$ cat src/rtl/smft_pkg.sv
`timescale 1ns / 1ps
`default_nettype none
package smft_pkg;

  localparam int unsigned LengthWidth = 32;
  localparam logic [31:0] MaxSizeReset = 32'd1048576;

  localparam logic [31:0] CodeProto30 = 32'h0003_0000;
  localparam logic [31:0] CodeSsl     = 32'h04D2_162F;
  localparam logic [31:0] CodeGss     = 32'h04D2_1630;
  localparam logic [31:0] CodeCancel  = 32'h04D2_162E;

  localparam logic [1:0] RoleType   = 2'd0;
  localparam logic [1:0] RoleLength = 2'd1;
  localparam logic [1:0] RolePay    = 2'd2;
  localparam logic [1:0] RoleIgnore = 2'd3;

  localparam logic [2:0] KindNone   = 3'd0;
  localparam logic [2:0] KindChar   = 3'd1;
  localparam logic [2:0] KindStrEnd = 3'd2;
  localparam logic [2:0] KindInt    = 3'd3;
  localparam logic [2:0] KindParam  = 3'd4;
  localparam logic [2:0] KindSel    = 3'd5;
  localparam logic [2:0] KindSkip   = 3'd6;
  localparam logic [2:0] KindSpEnd  = 3'd7;

  localparam logic [4:0] ClsUnknown  = 5'd0;
  localparam logic [4:0] ClsStartup  = 5'd1;
  localparam logic [4:0] ClsSsl      = 5'd2;
  localparam logic [4:0] ClsGss      = 5'd3;
  localparam logic [4:0] ClsCancel   = 5'd4;
  localparam logic [4:0] ClsBind     = 5'd5;
  localparam logic [4:0] ClsClose    = 5'd6;
  localparam logic [4:0] ClsCopyFail = 5'd7;
  localparam logic [4:0] ClsDescribe = 5'd8;
  localparam logic [4:0] ClsExecute  = 5'd9;
  localparam logic [4:0] ClsFuncCall = 5'd10;
  localparam logic [4:0] ClsCopyData = 5'd11;
  localparam logic [4:0] ClsParse    = 5'd12;
  localparam logic [4:0] ClsQuery    = 5'd13;
  localparam logic [4:0] ClsPassword = 5'd14;
  localparam logic [4:0] ClsCopyDone = 5'd15;
  localparam logic [4:0] ClsFlush    = 5'd16;
  localparam logic [4:0] ClsSync     = 5'd17;
  localparam logic [4:0] ClsTerminate = 5'd18;

  localparam logic [4:0] LDone   = 5'd0;
  localparam logic [4:0] LCode   = 5'd1;
  localparam logic [4:0] LSpName = 5'd2;
  localparam logic [4:0] LSpVal  = 5'd3;
  localparam logic [4:0] LSpEnd  = 5'd4;
  localparam logic [4:0] LPid    = 5'd5;
  localparam logic [4:0] LKey    = 5'd6;
  localparam logic [4:0] LSel    = 5'd7;
  localparam logic [4:0] LStr1   = 5'd8;
  localparam logic [4:0] LStr2   = 5'd9;
  localparam logic [4:0] LFid    = 5'd10;
  localparam logic [4:0] LFmtN   = 5'd11;
  localparam logic [4:0] LFmt    = 5'd12;
  localparam logic [4:0] LPrmN   = 5'd13;
  localparam logic [4:0] LPlen   = 5'd14;
  localparam logic [4:0] LPdata  = 5'd15;
  localparam logic [4:0] LRslN   = 5'd16;
  localparam logic [4:0] LRsl    = 5'd17;
  localparam logic [4:0] LResFmt = 5'd18;
  localparam logic [4:0] LPtypeN = 5'd19;
  localparam logic [4:0] LPtype  = 5'd20;
  localparam logic [4:0] LRows   = 5'd21;
  localparam logic [4:0] LSkip   = 5'd22;

  typedef struct packed {
    logic [7:0] data;
    logic [4:0] tcls;
  } item_t;

  function automatic logic [4:0] type_class(input logic [7:0] b);
    logic [4:0] c;
    case (b)
      8'h42:   c = ClsBind;
      8'h43:   c = ClsClose;
      8'h66:   c = ClsCopyFail;
      8'h44:   c = ClsDescribe;
      8'h45:   c = ClsExecute;
      8'h46:   c = ClsFuncCall;
      8'h64:   c = ClsCopyData;
      8'h50:   c = ClsParse;
      8'h51:   c = ClsQuery;
      8'h70:   c = ClsPassword;
      8'h63:   c = ClsCopyDone;
      8'h48:   c = ClsFlush;
      8'h53:   c = ClsSync;
      8'h58:   c = ClsTerminate;
      default: c = ClsUnknown;
    endcase
    return c;
  endfunction

  function automatic logic [4:0] first_step(input logic [4:0] c);
    logic [4:0] s;
    case (c)
      ClsClose, ClsDescribe:                       s = LSel;
      ClsFuncCall:                                 s = LFid;
      ClsCopyData, ClsPassword:                    s = LSkip;
      ClsCopyDone, ClsFlush, ClsSync, ClsTerminate: s = LDone;
      default:                                     s = LStr1;
    endcase
    return s;
  endfunction

  function automatic logic [2:0] int_bytes(input logic [4:0] s);
    logic [2:0] n;
    case (s)
      LFmtN, LFmt, LPrmN, LRslN, LRsl, LResFmt, LPtypeN: n = 3'd2;
      default:                                          n = 3'd4;
    endcase
    return n;
  endfunction

endpackage
`default_nettype wire

$ cat src/rtl/smft_front.sv
`timescale 1ns / 1ps
`default_nettype none
module smft_front import smft_pkg::*; (
  input  wire logic       clk_i,
  input  wire logic       rst_ni,
  input  wire logic       in_valid_i,
  output logic            in_ready_o,
  input  wire logic [7:0] data_byte_i,
  output logic            item_valid_o,
  input  wire logic       item_ready_i,
  output item_t           item_o
);

  item_t      mem_q [2];
  logic       wptr_q, rptr_q;
  logic [1:0] cnt_q;
  logic       push, pop;

  assign in_ready_o   = (cnt_q != 2'd2);
  assign item_valid_o = (cnt_q != 2'd0);
  assign item_o       = mem_q[rptr_q];
  assign push         = in_valid_i && in_ready_o;
  assign pop          = item_valid_o && item_ready_i;

  always_ff @(posedge clk_i or negedge rst_ni) begin
    if (!rst_ni) begin
      wptr_q <= 1'b0;
      rptr_q <= 1'b0;
      cnt_q  <= 2'd0;
    end else begin
      if (push) wptr_q <= ~wptr_q;
      if (pop) rptr_q <= ~rptr_q;
      if (push && !pop) cnt_q <= cnt_q + 2'd1;
      else if (pop && !push) cnt_q <= cnt_q - 2'd1;
    end
  end

  always_ff @(posedge clk_i) begin
    if (push) begin
      mem_q[wptr_q].data <= data_byte_i;
      mem_q[wptr_q].tcls <= type_class(data_byte_i);
    end
  end

endmodule
`default_nettype wire

$ cat src/rtl/smft_back.sv
`timescale 1ns / 1ps
`default_nettype none
module smft_back import smft_pkg::*; (
  input  wire logic        clk_i,
  input  wire logic        rst_ni,
  input  wire logic        cfg_we_i,
  input  wire logic [31:0] cfg_wdata_i,
  input  wire logic        item_valid_i,
  output logic             item_ready_o,
  input  wire item_t       item_i,
  output logic             out_valid_o,
  input  wire logic        out_ready_i,
  output logic [1:0]       byte_role_o,
  output logic [4:0]       msg_class_o,
  output logic [2:0]       field_kind_o,
  output logic             field_done_o,
  output logic [31:0]      field_value_o,
  output logic             msg_last_o,
  output logic             oversize_o,
  output logic             sync_error_o,
  output logic [7:0]       echo_byte_o
);

  logic [31:0] max_q;
  logic [2:0]  phase_q, phase_d;
  logic        oos_q, oos_d;
  logic [4:0]  cls_q, cls_d;
  logic [31:0] lsh_q, lsh_d;
  logic [31:0] left_q, left_d;
  logic [4:0]  step_q, step_d;
  logic [31:0] ish_q, ish_d;
  logic [1:0]  iseen_q, iseen_d;
  logic [15:0] loop_q, loop_d;
  logic [15:0] pcnt_q, pcnt_d;
  logic [31:0] pleft_q, pleft_d;

  logic        take;
  logic [7:0]  b;
  logic [1:0]  role;
  logic [2:0]  kind;
  logic        done, last, over, err, check, parsed;
  logic [31:0] value, len, ival, pl;
  logic [15:0] pc;
  logic [4:0]  pend;

  assign take         = item_valid_i && (!out_valid_o || out_ready_i);
  assign item_ready_o = !out_valid_o || out_ready_i;
  assign b            = item_i.data;

  always_comb begin
    phase_d = phase_q; oos_d = oos_q; cls_d = cls_q; lsh_d = lsh_q;
    left_d = left_q; step_d = step_q; ish_d = ish_q; iseen_d = iseen_q;
    loop_d = loop_q; pcnt_d = pcnt_q; pleft_d = pleft_q;
    role = RoleType; kind = KindNone; done = 1'b0; value = '0;
    last = 1'b0; over = 1'b0; err = 1'b0; check = 1'b0;
    len = {lsh_q[23:0], b};
    ival = {ish_q[23:0], b};
    pend = (cls_q == ClsBind) ? LRslN : LResFmt;
    parsed = 1'b0; pl = '0; pc = '0;
    if (oos_q) begin
      role = RoleIgnore;
    end else begin
      if (phase_q == 3'd0) begin
        lsh_d = '0;
        if (b == 8'd0) begin
          cls_d = ClsUnknown; step_d = LCode; phase_d = 3'd2; role = RoleLength;
        end else begin
          cls_d = item_i.tcls; step_d = LDone; phase_d = 3'd1;
        end
      end else if (phase_q <= 3'd3) begin
        role = RoleLength;
        lsh_d = len;
        phase_d = phase_q + 3'd1;
      end else if (phase_q == 3'd4) begin
        role = RoleLength;
        if (len < 32'd4 || (len >> (LengthWidth - 1)) != '0) begin
          err = 1'b1;
        end else begin
          left_d = len - 32'd4;
          if (step_q != LCode) begin
            if (cls_q == ClsUnknown) begin
              err = 1'b1;
            end else begin
              step_d = first_step(cls_q);
              parsed = cls_q != ClsCopyData && cls_q != ClsPassword &&
                       cls_q < ClsCopyDone && cls_q >= ClsBind;
              if (parsed && left_d > max_q) step_d = LSkip;
            end
          end
          phase_d = 3'd5;
          check = !err;
        end
      end else begin
        role = RolePay;
        if (left_q != '0) left_d = left_q - 32'd1;
        case (step_q)
          LSkip: kind = KindSkip;
          LSpName, LSpVal, LStr1, LStr2: begin
            kind = (b != 8'd0) ? KindChar : KindStrEnd;
            if (b == 8'd0) begin
              case (step_q)
                LSpName: step_d = LSpVal;
                LSpVal:  step_d = (left_d > 32'd1) ? LSpName : LSpEnd;
                LStr1: begin
                  if (cls_q == ClsBind || cls_q == ClsParse) step_d = LStr2;
                  else if (cls_q == ClsExecute) step_d = LRows;
                  else step_d = LDone;
                end
                default: begin
                  if (cls_q == ClsBind) step_d = LFmtN;
                  else if (cls_q == ClsParse) step_d = LPtypeN;
                  else step_d = LDone;
                end
              endcase
            end
          end
          LSpEnd: begin
            if (b == 8'd0) begin
              kind = KindSpEnd; step_d = LDone;
            end else begin
              err = 1'b1;
            end
          end
          LSel: begin
            kind = KindSel;
            if (b == 8'h53 || b == 8'h50) step_d = LStr2;
            else err = 1'b1;
          end
          LPdata: begin
            kind = KindParam;
            pl = pleft_q - 32'd1;
            pleft_d = pl;
            if (pl == '0) begin
              pc = pcnt_q - 16'd1;
              pcnt_d = pc;
              step_d = (pc != '0) ? LPlen : pend;
            end
          end
          LDone: err = 1'b1;
          default: begin
            kind = KindInt;
            ish_d = ival;
            if (({1'b0, iseen_q} + 3'd1) >= int_bytes(step_q)) begin
              done = 1'b1; value = ival; ish_d = '0; iseen_d = '0;
              case (step_q)
                LCode: begin
                  if (ival == CodeProto30) begin
                    cls_d = ClsStartup;
                    if ({1'b0, left_d} + 33'd4 > {1'b0, max_q}) step_d = LSkip;
                    else step_d = (left_d > 32'd1) ? LSpName : LSpEnd;
                  end else if (ival == CodeSsl) begin
                    cls_d = ClsSsl; step_d = LDone;
                  end else if (ival == CodeGss) begin
                    cls_d = ClsGss; step_d = LDone;
                  end else if (ival == CodeCancel) begin
                    cls_d = ClsCancel; step_d = LPid;
                  end else begin
                    err = 1'b1;
                  end
                end
                LPid: step_d = LKey;
                LFid: step_d = LFmtN;
                LFmtN: begin
                  loop_d = ival[15:0];
                  step_d = (ival[15:0] != '0) ? LFmt : LPrmN;
                end
                LFmt: begin
                  loop_d = loop_q - 16'd1;
                  step_d = (loop_d != '0) ? LFmt : LPrmN;
                end
                LPrmN: begin
                  pcnt_d = ival[15:0];
                  step_d = (ival[15:0] != '0) ? LPlen : pend;
                end
                LPlen: begin
                  if (ival == 32'hFFFF_FFFF || ival == '0) begin
                    pc = pcnt_q - 16'd1;
                    pcnt_d = pc;
                    step_d = (pc != '0) ? LPlen : pend;
                  end else if (ival[31]) begin
                    err = 1'b1;
                  end else begin
                    pleft_d = ival; step_d = LPdata;
                  end
                end
                LRslN, LPtypeN: begin
                  loop_d = ival[15:0];
                  step_d = (ival[15:0] != '0) ? step_q + 5'd1 : LDone;
                end
                LRsl, LPtype: begin
                  loop_d = loop_q - 16'd1;
                  if (loop_d == '0) step_d = LDone;
                end
                default: step_d = LDone;
              endcase
            end else begin
              iseen_d = iseen_q + 2'd1;
            end
          end
        endcase
        check = !err;
      end

      if (check) begin
        if (step_d == LSkip) last = (left_d == '0);
        else if (step_d == LDone) begin
          if (left_d == '0) last = 1'b1;
          else err = 1'b1;
        end else if (left_d == '0) err = 1'b1;
      end
      over = step_d == LSkip && cls_d != ClsCopyData && cls_d != ClsPassword;
    end
  end

  always_ff @(posedge clk_i or negedge rst_ni) begin
    if (!rst_ni) begin
      max_q <= MaxSizeReset;
      oos_q <= 1'b0; phase_q <= '0; cls_q <= '0; lsh_q <= '0; left_q <= '0;
      step_q <= LDone; ish_q <= '0; iseen_q <= '0; loop_q <= '0; pcnt_q <= '0;
      pleft_q <= '0; out_valid_o <= 1'b0;
    end else begin
      if (cfg_we_i) max_q <= cfg_wdata_i;
      if (take) begin
        out_valid_o <= 1'b1;
        if (err || last) begin
          oos_q <= oos_q | err;
          phase_q <= '0; cls_q <= '0; lsh_q <= '0; left_q <= '0; step_q <= LDone;
          ish_q <= '0; iseen_q <= '0; loop_q <= '0; pcnt_q <= '0; pleft_q <= '0;
        end else begin
          oos_q <= oos_d; phase_q <= phase_d; cls_q <= cls_d; lsh_q <= lsh_d;
          left_q <= left_d; step_q <= step_d; ish_q <= ish_d; iseen_q <= iseen_d;
          loop_q <= loop_d; pcnt_q <= pcnt_d; pleft_q <= pleft_d;
        end
      end else if (out_ready_i) begin
        out_valid_o <= 1'b0;
      end
    end
  end

  always_ff @(posedge clk_i) begin
    if (take) begin
      byte_role_o   <= role;
      msg_class_o   <= oos_q ? ClsUnknown : cls_d;
      field_kind_o  <= kind;
      field_done_o  <= done;
      field_value_o <= value;
      msg_last_o    <= last;
      oversize_o    <= over;
      sync_error_o  <= err;
      echo_byte_o   <= b;
    end
  end

endmodule
`default_nettype wire

$ cat src/rtl/sql_frontend_message_tokenizer.sv
// Labels each byte of the client-to-server stream of the SQL wire protocol.
// Input channel: data_byte_i with in_valid_i / in_ready_o, one byte a request.
// Output channel: one result a byte, with out_valid_o / out_ready_i.
// Configuration: cfg_we_i writes cfg_wdata_i into max_size.
// A byte enters a two-entry queue and is tokenized when the output register
// is free or being emptied; its result is then registered in the output
// register. The throughput is one byte a cycle while the receiver does not
// stall, set by the single tokenizer state update per byte.
// When the receiver stalls, the output register holds its result and the
// queue fills; in_ready_o falls once both queue entries are taken.
// Reset clears the queue, the parse state and the sync error flag, and sets
// max_size to 1048576. After a sync error every byte is reported as ignored
// until the next reset.
`timescale 1ns / 1ps
`default_nettype none
module sql_frontend_message_tokenizer import smft_pkg::*; (
  input  wire logic        clk_i,
  input  wire logic        rst_ni,
  input  wire logic        in_valid_i,
  output logic             in_ready_o,
  input  wire logic [7:0]  data_byte_i,
  input  wire logic        cfg_we_i,
  input  wire logic [31:0] cfg_wdata_i,
  output logic             out_valid_o,
  input  wire logic        out_ready_i,
  output logic [1:0]       byte_role_o,
  output logic [4:0]       msg_class_o,
  output logic [2:0]       field_kind_o,
  output logic             field_done_o,
  output logic [31:0]      field_value_o,
  output logic             msg_last_o,
  output logic             oversize_o,
  output logic             sync_error_o,
  output logic [7:0]       echo_byte_o
);

  logic  item_valid, item_ready;
  item_t item;

  smft_front u_front (
    .clk_i, .rst_ni, .in_valid_i, .in_ready_o, .data_byte_i,
    .item_valid_o (item_valid),
    .item_ready_i (item_ready),
    .item_o       (item)
  );

  smft_back u_back (
    .clk_i, .rst_ni, .cfg_we_i, .cfg_wdata_i,
    .item_valid_i (item_valid),
    .item_ready_o (item_ready),
    .item_i       (item),
    .out_valid_o, .out_ready_i, .byte_role_o, .msg_class_o, .field_kind_o,
    .field_done_o, .field_value_o, .msg_last_o, .oversize_o, .sync_error_o,
    .echo_byte_o
  );

  a_ignored_quiet: assert property (@(posedge clk_i) disable iff (!rst_ni)
    out_valid_o && byte_role_o == RoleIgnore |->
      field_kind_o == KindNone && !msg_last_o && !sync_error_o && !field_done_o)
    else $error("ignored byte carries token data");

  a_value_zero: assert property (@(posedge clk_i) disable iff (!rst_ni)
    out_valid_o && !field_done_o |-> field_value_o == '0)
    else $error("field value without completed integer");

  a_last_or_error: assert property (@(posedge clk_i) disable iff (!rst_ni)
    out_valid_o |-> !(msg_last_o && sync_error_o))
    else $error("message end and sync error together");

endmodule
`default_nettype wire
$ cat config.mk
export PLATFORM = sky130hd
export DESIGN_NAME = sql_frontend_message_tokenizer
export DESIGN_NICKNAME = d
export VERILOG_FILES = /design/src/rtl/smft_pkg.sv /design/src/rtl/smft_front.sv /design/src/rtl/smft_back.sv /design/src/rtl/sql_frontend_message_tokenizer.sv
export SDC_FILE = /design/constraint.sdc
export NUM_CORES = 1
export LEC_CHECK = 0
export BUFFER_PORTS_ARGS = -buffer_cell sky130_fd_sc_hd__buf_2
export CAP_MARGIN = 25
export CELL_PAD_IN_SITES_DETAIL_PLACEMENT = 1
export CELL_PAD_IN_SITES_GLOBAL_PLACEMENT = 1
export CORE_AREA = 3 3 206 208
export CTS_BUF_LIST = sky130_fd_sc_hd__clkbuf_2
export DETAILED_ROUTE_END_ITERATION = 7
export DIE_AREA = 0 0 209 211
export GPL_TIMING_DRIVEN = 0
export PLACE_DENSITY_LB_ADDON = 0.1
export SLEW_MARGIN = 20
export SYNTH_ARGS = -nofsm -noshare
export SYNTH_HDL_FRONTEND = slang
export SYNTH_SLANG_ARGS = --single-unit
$ cat constraint.sdc
create_clock -name clk_i -period 8.7 [get_ports clk_i]
set_input_delay 1.305 -clock clk_i [delete_from_list [all_inputs] [get_ports clk_i]]
set_output_delay 1.305 -clock clk_i [all_outputs]
set_load 0.1 [all_outputs]
### Yosys cells after proc, flatten, opt, wreduce, memory -nomap -nowiden

Memory sizes are Yosys's and may differ from the RTL's.
Cells that the tools add are included.

* RAM bits: 26
* memories kept: 2
* output and inout bits: 56
* flip-flop bits (word level): 251
* bits in read-only memories: 160

* reductions and logical operators: 66
* muxes and demuxes: 181
* add/subtract/negate cells: 12
* bitwise operators: 4
* equal/unequal tests: 63
* magnitude comparators: 8

Memories
* (no name shown): words 32, bits a word 5, read ports 1, clocked after Yosys merged registers in 0, write ports 0, line smft_pkg.sv:100 `case (c)`
* u_front.mem_q: words 2, bits a word 13, read ports 1, clocked after Yosys merged registers in 0, write ports 1, line smft_front.sv:14 `item_t mem_q [2];`

Operator list (number)
* $mux 32: 21
* $mux 24: 11
* $mux 16: 15
* $mux 5: 45
* $eq 8x7->1 const B: 16
* $eq 32x27->1 const B: 3
* $logic_not 32->1: 3
* $pmux 16 s2: 3
* $pmux 5 s14: 1
* $pmux 32 s2: 1
* $sub 32x1->32 const B: 2
* $eq 5x4->1 const B: 10
* $mux 1: 49
* $reduce_bool 16->1: 3
* $pmux 5 s9: 1
* $mux 3: 14
* $eq 5x5->1 const B: 7
* $add 32x3->33 const B: 1
* $gt 33x32->1: 1
* $eq 32x18->1 const B: 1
* $eq 32x32->1 const B: 1
* $gt 32x1->1 const B: 1
* $gt 32x32->1: 1
* $lt 32x3->1 const B: 1
* 58 further kinds: 122

### Depth between registers and ports, before layout

* depth in word-level cells: 26
* depth in mapped cells: 34
* mapped depth without buffers: 30

### Modules after synthesis

Synthesis repeated with hierarchy kept, for this count alone.

* cell total of the unflattened synthesis: 2419
* area total of the unflattened synthesis: 20621.0 µm²

By module, submodules not included
* smft_back: cells each 2324, area each 19234.7 µm², instances 1, seq. area each 6452.4 µm²
* smft_front: cells each 95, area each 1386.3 µm², instances 1, seq. area each 880.8 µm²

### Worst setup path after synthesis

OpenSTA, ideal clock, no wires.

* path type: flip-flop to flip-flop
* start: reg u_back.left_q[0]
* end: reg u_back.loop_q[5]
* path buffers: 3
* cell stages (with the launch flop): 30
* slack: 1.492 ns
* required time: 8.566 ns
* setup time: 0.134 ns
* arrival time: 7.074 ns
* cells stage by stage: dfrtp_1 -> inv_1 -> ha_1 -> or4b_1 -> clkbuf_1 -> nor2_1 -> o211ai_1 -> xor2_1 -> or4_1 -> or2_2 -> or3_1 -> nor3_1 -> and2_1 -> nand2_1 -> xor2_1 -> ha_1 -> nor2b_1 -> o21ai_0 -> a21oi_1 -> or4_1 -> o31a_1 -> a311oi_1 -> nand4bb_1 -> o2bb2ai_1 -> o31ai_2 -> buf_4 -> a21oi_1 -> clkbuf_1 -> a311oi_1 -> o22ai_1

* longest elaborated chain between the ends: 25
* elaborated cells on any way between the ends: 51
* classes of those cells: add/sub (2); order compare (2); eq/ne (6); mux (34); reduce/logical (7)

RTL lines
* from (decl): line smft_back.sv:29 `logic [31:0] left_q, left_d;`
* from (signal assigned): line smft_back.sv:231 `left_q <= left_d; step_q <= step_d; ish_q <= ish_d; iseen_q <= iseen_d;`
* $sub 32x1->32 / $reduce_bool 32->1 (equally long branches): line smft_back.sv:95 `if (left_q != '0) left_d = left_q - 32'd1;`
* $mux 32: line smft_back.sv:95
* $mux 32: line smft_back.sv:74 `end else if (phase_q == 3'd4) begin`
* $mux 32: line smft_back.sv:70 `end else if (phase_q <= 3'd3) begin`
* $mux 32: line smft_back.sv:63 `if (phase_q == 3'd0) begin`
* $mux 32: line smft_back.sv:60 `if (oos_q) begin`
* $add 32x3->33 / $gt 32x1->1 (equally long branches): line smft_back.sv:149, smft_back.sv:103, smft_back.sv:150
* $gt 33x32->1 / $mux 3 (equally long branches): line smft_back.sv:149, smft_back.sv:103, smft_back.sv:150
* [... 9 more ...]
* $logic_not 5->1: line smft_back.sv:206 `else if (step_d == LDone) begin`
* $mux 1: line smft_back.sv:206
* $mux 1: line smft_back.sv:205 `if (step_d == LSkip) last = (left_d == '0);`
* $mux 1: line smft_back.sv:204 `if (check) begin`
* $mux 1: line smft_back.sv:60
* $logic_or 1x1->1 *: line smft_back.sv:225 `if (err || last) begin`
* $ne 2x1->1 (no line), or another cell as far along
* $reduce_and 8->1 (no line)
* to (signal assigned): line smft_back.sv:232 `loop_q <= loop_d; pcnt_q <= pcnt_d; pleft_q <= pleft_d;`
* to (decl): line smft_back.sv:33 `logic [15:0] loop_q, loop_d;`

Mark *: on every way between the ends. The rest lies on a longest branch, timed or not. The select of a mux whose other input is x is not followed.
A chain may end at the register's enable or synchronous reset.

### Final worst setup path

* start: reg u_back.left_q[9]
* end: reg u_back.pleft_q[31]

* longest elaborated chain between the ends: 25
* elaborated cells on any way between the ends: 53
* classes of those cells: add/sub (2); order compare (2); eq/ne (8); mux (34); reduce/logical (7)

RTL lines
* $sub 32x1->32 / $reduce_bool 32->1 (equally long branches): line smft_back.sv:95
* $mux 32: line smft_back.sv:95
* $mux 32: line smft_back.sv:74
* $mux 32: line smft_back.sv:70
* $mux 32: line smft_back.sv:63
* $mux 32: line smft_back.sv:60
* $add 32x3->33 / $gt 32x1->1 (equally long branches): line smft_back.sv:149, smft_back.sv:103, smft_back.sv:150
* $gt 33x32->1 / $mux 3 (equally long branches): line smft_back.sv:149, smft_back.sv:103, smft_back.sv:150
* [... 9 more ...]
* $logic_not 5->1: line smft_back.sv:206
* $mux 1: line smft_back.sv:206
* $mux 1: line smft_back.sv:205
* $mux 1: line smft_back.sv:204
* $mux 1: line smft_back.sv:60
* $logic_or 1x1->1 *: line smft_back.sv:225
* $ne 3x3->1 (no line), or another cell as far along
* $reduce_and 10->1 (no line)
* to (signal assigned): line smft_back.sv:232
* to (decl): line smft_back.sv:35 `logic [31:0] pleft_q, pleft_d;`

Marked as above.

==> impl_results.md <==
- Status: finished clean
- Worst-Margin Slew: 1.091 ns
- Type of origin of the critical path: flip-flop
- Cells after DPL: 3,001
- Synth area leader: dfrtp_1
- Most frequent cells in the layout: 238 x nand2_1, 195 x dfrtp_1, 177 x o21ai_0, 170 x nor2_1, 128 x clkbuf_2
- Clk sinks: ~280
- Post-synth net total: ~2,500
- Area of the multi-input gates: 0.01185 mm^2
- Part of the Yosys area used for sequential elements: 0.3674
- Max rail drop VDD: 332.4 uV
- Critical path origin: u_back.left_q[9]
- Remaining routing DRC violations: 0
- H-tree depth: 3
- Final ANT Viol Nets: 0
- Area Overhead vs Synth: 12.81%
- Reg2Reg Setup Slack: 0.26 ns
- Worst setup EP type: flip-flop
- Clock Latency Late Sink: 1.13 ns
- EDFF count, synth: 80
- Reg-to-reg endpoint: u_back.pleft_q[31]
- Height of the die: 211 um
- NumNets Final: 2,688
- Detailed Routing Iterations Pass 1: 6
- CP Data Required Time: 9.68 ns
- Hold Slack: between 0.1 and 0.15 ns
- # IOs: between 100 and 150
- Share of the synthesized area in the top cell type: 0.2457
- Via density: around 7
- Largest net degree at the start of global routing: 78
- CORE AREA: 0.04074 mm^2
- Commonest non-fill, non-tap cell in the layout: nand2_1
- Slew HR: 0.2672
- Clock tree root driver cell: clkbuf_2
- FF/Latch Area: 0.007335 mm^2
- Power Density: 189.0 mW/mm^2
- Initial Utilization: 0.4899
- Vias: 21,540
- GP Congestion: 1.026
- Clk pin slew, worst setup/hold paths: 0.17 ns
- Crit path largest cell delay: 0.53 ns
- Syn avg cell area: 8.464 um^2
- Die X: 209 um
- Routed WL per cell: around 28 um
- HPWL Detailed: 66,890 um
- Worst setup path endpoint: u_back.pleft_q[31]
- Cell count after synthesis: 2,358
- Max Cap Viol: 0
- Initial antenna violation count: 1
- DP Area: 0.02137 mm^2
- WP buf/inv: 4
- DRT iter0 DRCs: around 2,400
- Reg2reg start: u_back.left_q[9]
- Top post-synthesis cells by area: dfrtp_1 25%, edfxtp_1 12%, ha_1 5.7%, nand2_1 4.5%, o21ai_0 4.5%
- Vias in the first global route: roughly 22,000
- CP arrival: between 9 and 10 ns
- Post-synthesis async set-or-reset flop share: 0.7112
- TritonCTS clock tree: done
- Synth Warn #: 0
- Max Clk Rate: between 100 and 150 MHz
- Leak: approximately 0.009 uW
- Final hold vios: 0
- Die area: 0.04410 mm^2
- WL final: 89,020 um
- Port bufs: 99
- Total GRT Usage: 0.3926
- Period minus WS final: ~8.4 ns
- Crit Path Class: reg2reg
- # fillers: 4,997
- Most common flop cell mapped by yosys: dfrtp_1
- Critical path depth: 31
- Number of synthesized register bits: 277
- Number of distinct library cells after synthesis: 95
- TritonCTS Buffers: 78
- CP max FO: 10
- Post-Synthesis Cell Area: 0.01996 mm^2
- Hold Crit Class: in2async
- Setup Skew: 0.1029 ns
- Setup violators final: 0
- Post-route cell area: 0.02252 mm^2
- First-pass GRT wire length: 133,200 um
- Row cnt: between 70 and 80
- GR Overflow Total: 0
- Slowest CP cell: clkbuf_1
- Max clock buf depth: 3
- Slew Limit Fails: 0
- Delay-heaviest family, CP: simple AND/OR/NAND/NOR gates
- Fin crit share: 0.9696
- Share of cells above drive strength 1: 0.1396
- Layout Cells excl Fill: 3,147
- FF-to-FF path depth: 31
[area by class of cell]
cell class / count / area share
clock inverter: 27 / 0.01084
antenna: 1 / 0.0001111
timing repair buffer: 122 / 0.03390
sequential: 277 / 0.3257
tap: 532 / 0.02956
inverter: 118 / 0.01978
clock buffer: 116 / 0.02578
multi-input combinational: 1803 / 0.5265
buffer: 151 / 0.02784
[state kept, by name, indices dropped and copies added (netlist names), 2 cells and up]
signal	cells
u_back.cls_q	5
u_back.field_kind_o	3
u_back.echo_byte_o	8
u_front.mem_q	26
u_back.phase_q	3
u_back.byte_role_o	2
u_back.ish_q	24
u_back.iseen_q	2
u_back.lsh_q	24
u_back.pcnt_q	16
u_back.field_value_o	32
u_front.cnt_q	2
u_back.step_q	5
u_back.loop_q	16
u_back.msg_class_o	5
u_back.pleft_q	32
u_back.max_q	32
u_back.left_q	32
[logic make-up (layout without fill, tap and decap cells)]
| kind of cell | count (synthesis) | in the layout | synth area share |
|---|---|---|---|
| AND/OR/NAND/NOR | 903 | 903 | 0.2345 |
| flip-flops | 277 | 277 | 0.3674 |
| multiplexers | 28 | 28 | 0.01442 |
| XOR/XNOR | 90 | 90 | 0.03949 |
| buffers and inverters | 278 | 534 | 0.05391 |
| other | 0 | 1 | 0 |
| AO/OA/AOI/OAI | 690 | 690 | 0.2322 |
| adder cells (fa/ha/maj) | 92 | 92 | 0.05805 |
[Yosys cell counts (44+ instances only)]
cell type	count
nand2_1	240
inv_1	117
nand3_1	50
nor2_1	172
o21ai_0	179
a21oi_1	120
nor3_1	86
dfrtp_1	196
ha_1	91
nor4_1	69
clkbuf_1	138
edfxtp_1	80
o22ai_1	44
xnor2_1	49
or3_1	47
[per-stage QoR]
step | power (uW) | util | setup TNS, ns | setup slack [ns]
floorplan | 2591 | - | 0 | 1.492
global placement | 2982 | 0.5184 | -169.17 | -1.663
detailed placement | 3081 | 0.5245 | -178.59 | -1.463
CTS | 4236 | 0.5482 | -0.001019 | -0.001019
global route | 4392 | 0.5527 | -0.04599 | -0.02326
finish | 4256 | 0.5527 | 0 | 0.2648
[power by group]
part | leakage [uW] | internal, uW | switching [uW] | total, uW
logic | 0.00540 | 284 | 1240 | 1520
registers | 0.00318 | 1510 | 67.7 | 1580
clock network | 0.000601 | 508 | 650 | 1160
total | 0.00918 | 2300 | 1950 | 4260
[what timing repair did]
action | 4_1_cts | 5_1_grt
setup buffers | 4 | 6
resized for setup | 35 | 34
pin swaps | 4 | 9
hold buffers | 0 | 0
setup endpoints to repair | 163 | 161
[worst min path at each step]
stage,start,to,cells after the start
after floorplan,u_front.wptr_q,u_front.wptr_q,1
after global placement,u_back.out_valid_o,u_back.out_valid_o,2
after detailed placement,u_front.wptr_q,u_front.wptr_q,1
after CTS,rst_ni,u_back.cls_q[2],1
after global routing,rst_ni,u_back.cls_q[2],1
final,rst_ni,u_back.cls_q[2],1
[worst reg2reg max path: cells and delay by family, from the launching register on]
| kind | cells | cell delay [ns] |
|---|---|---|
| flip-flops | 1 | 0.36 |
| AO/OA/AOI/OAI | 11 | 2.85 |
| buffers and inverters | 4 | 1.18 |
| adder cells (fa/ha/maj) | 2 | 0.63 |
| XOR/XNOR | 2 | 0.34 |
| AND/OR/NAND/NOR | 12 | 3.04 |
[metal layers]
layer | vias up | part of all wire | track usage
li1 | 9290 | - | -
met1 | 10774 | 0.41 | 0.5299
met2 | 1197 | 0.45 | 0.6052
met3 | 279 | 0.092 | 0.07500
met4 | 0 | 0.055 | 0.2021
met5 | - | 0 | 0
No activity file was read; power rests on OpenSTA's default activity.
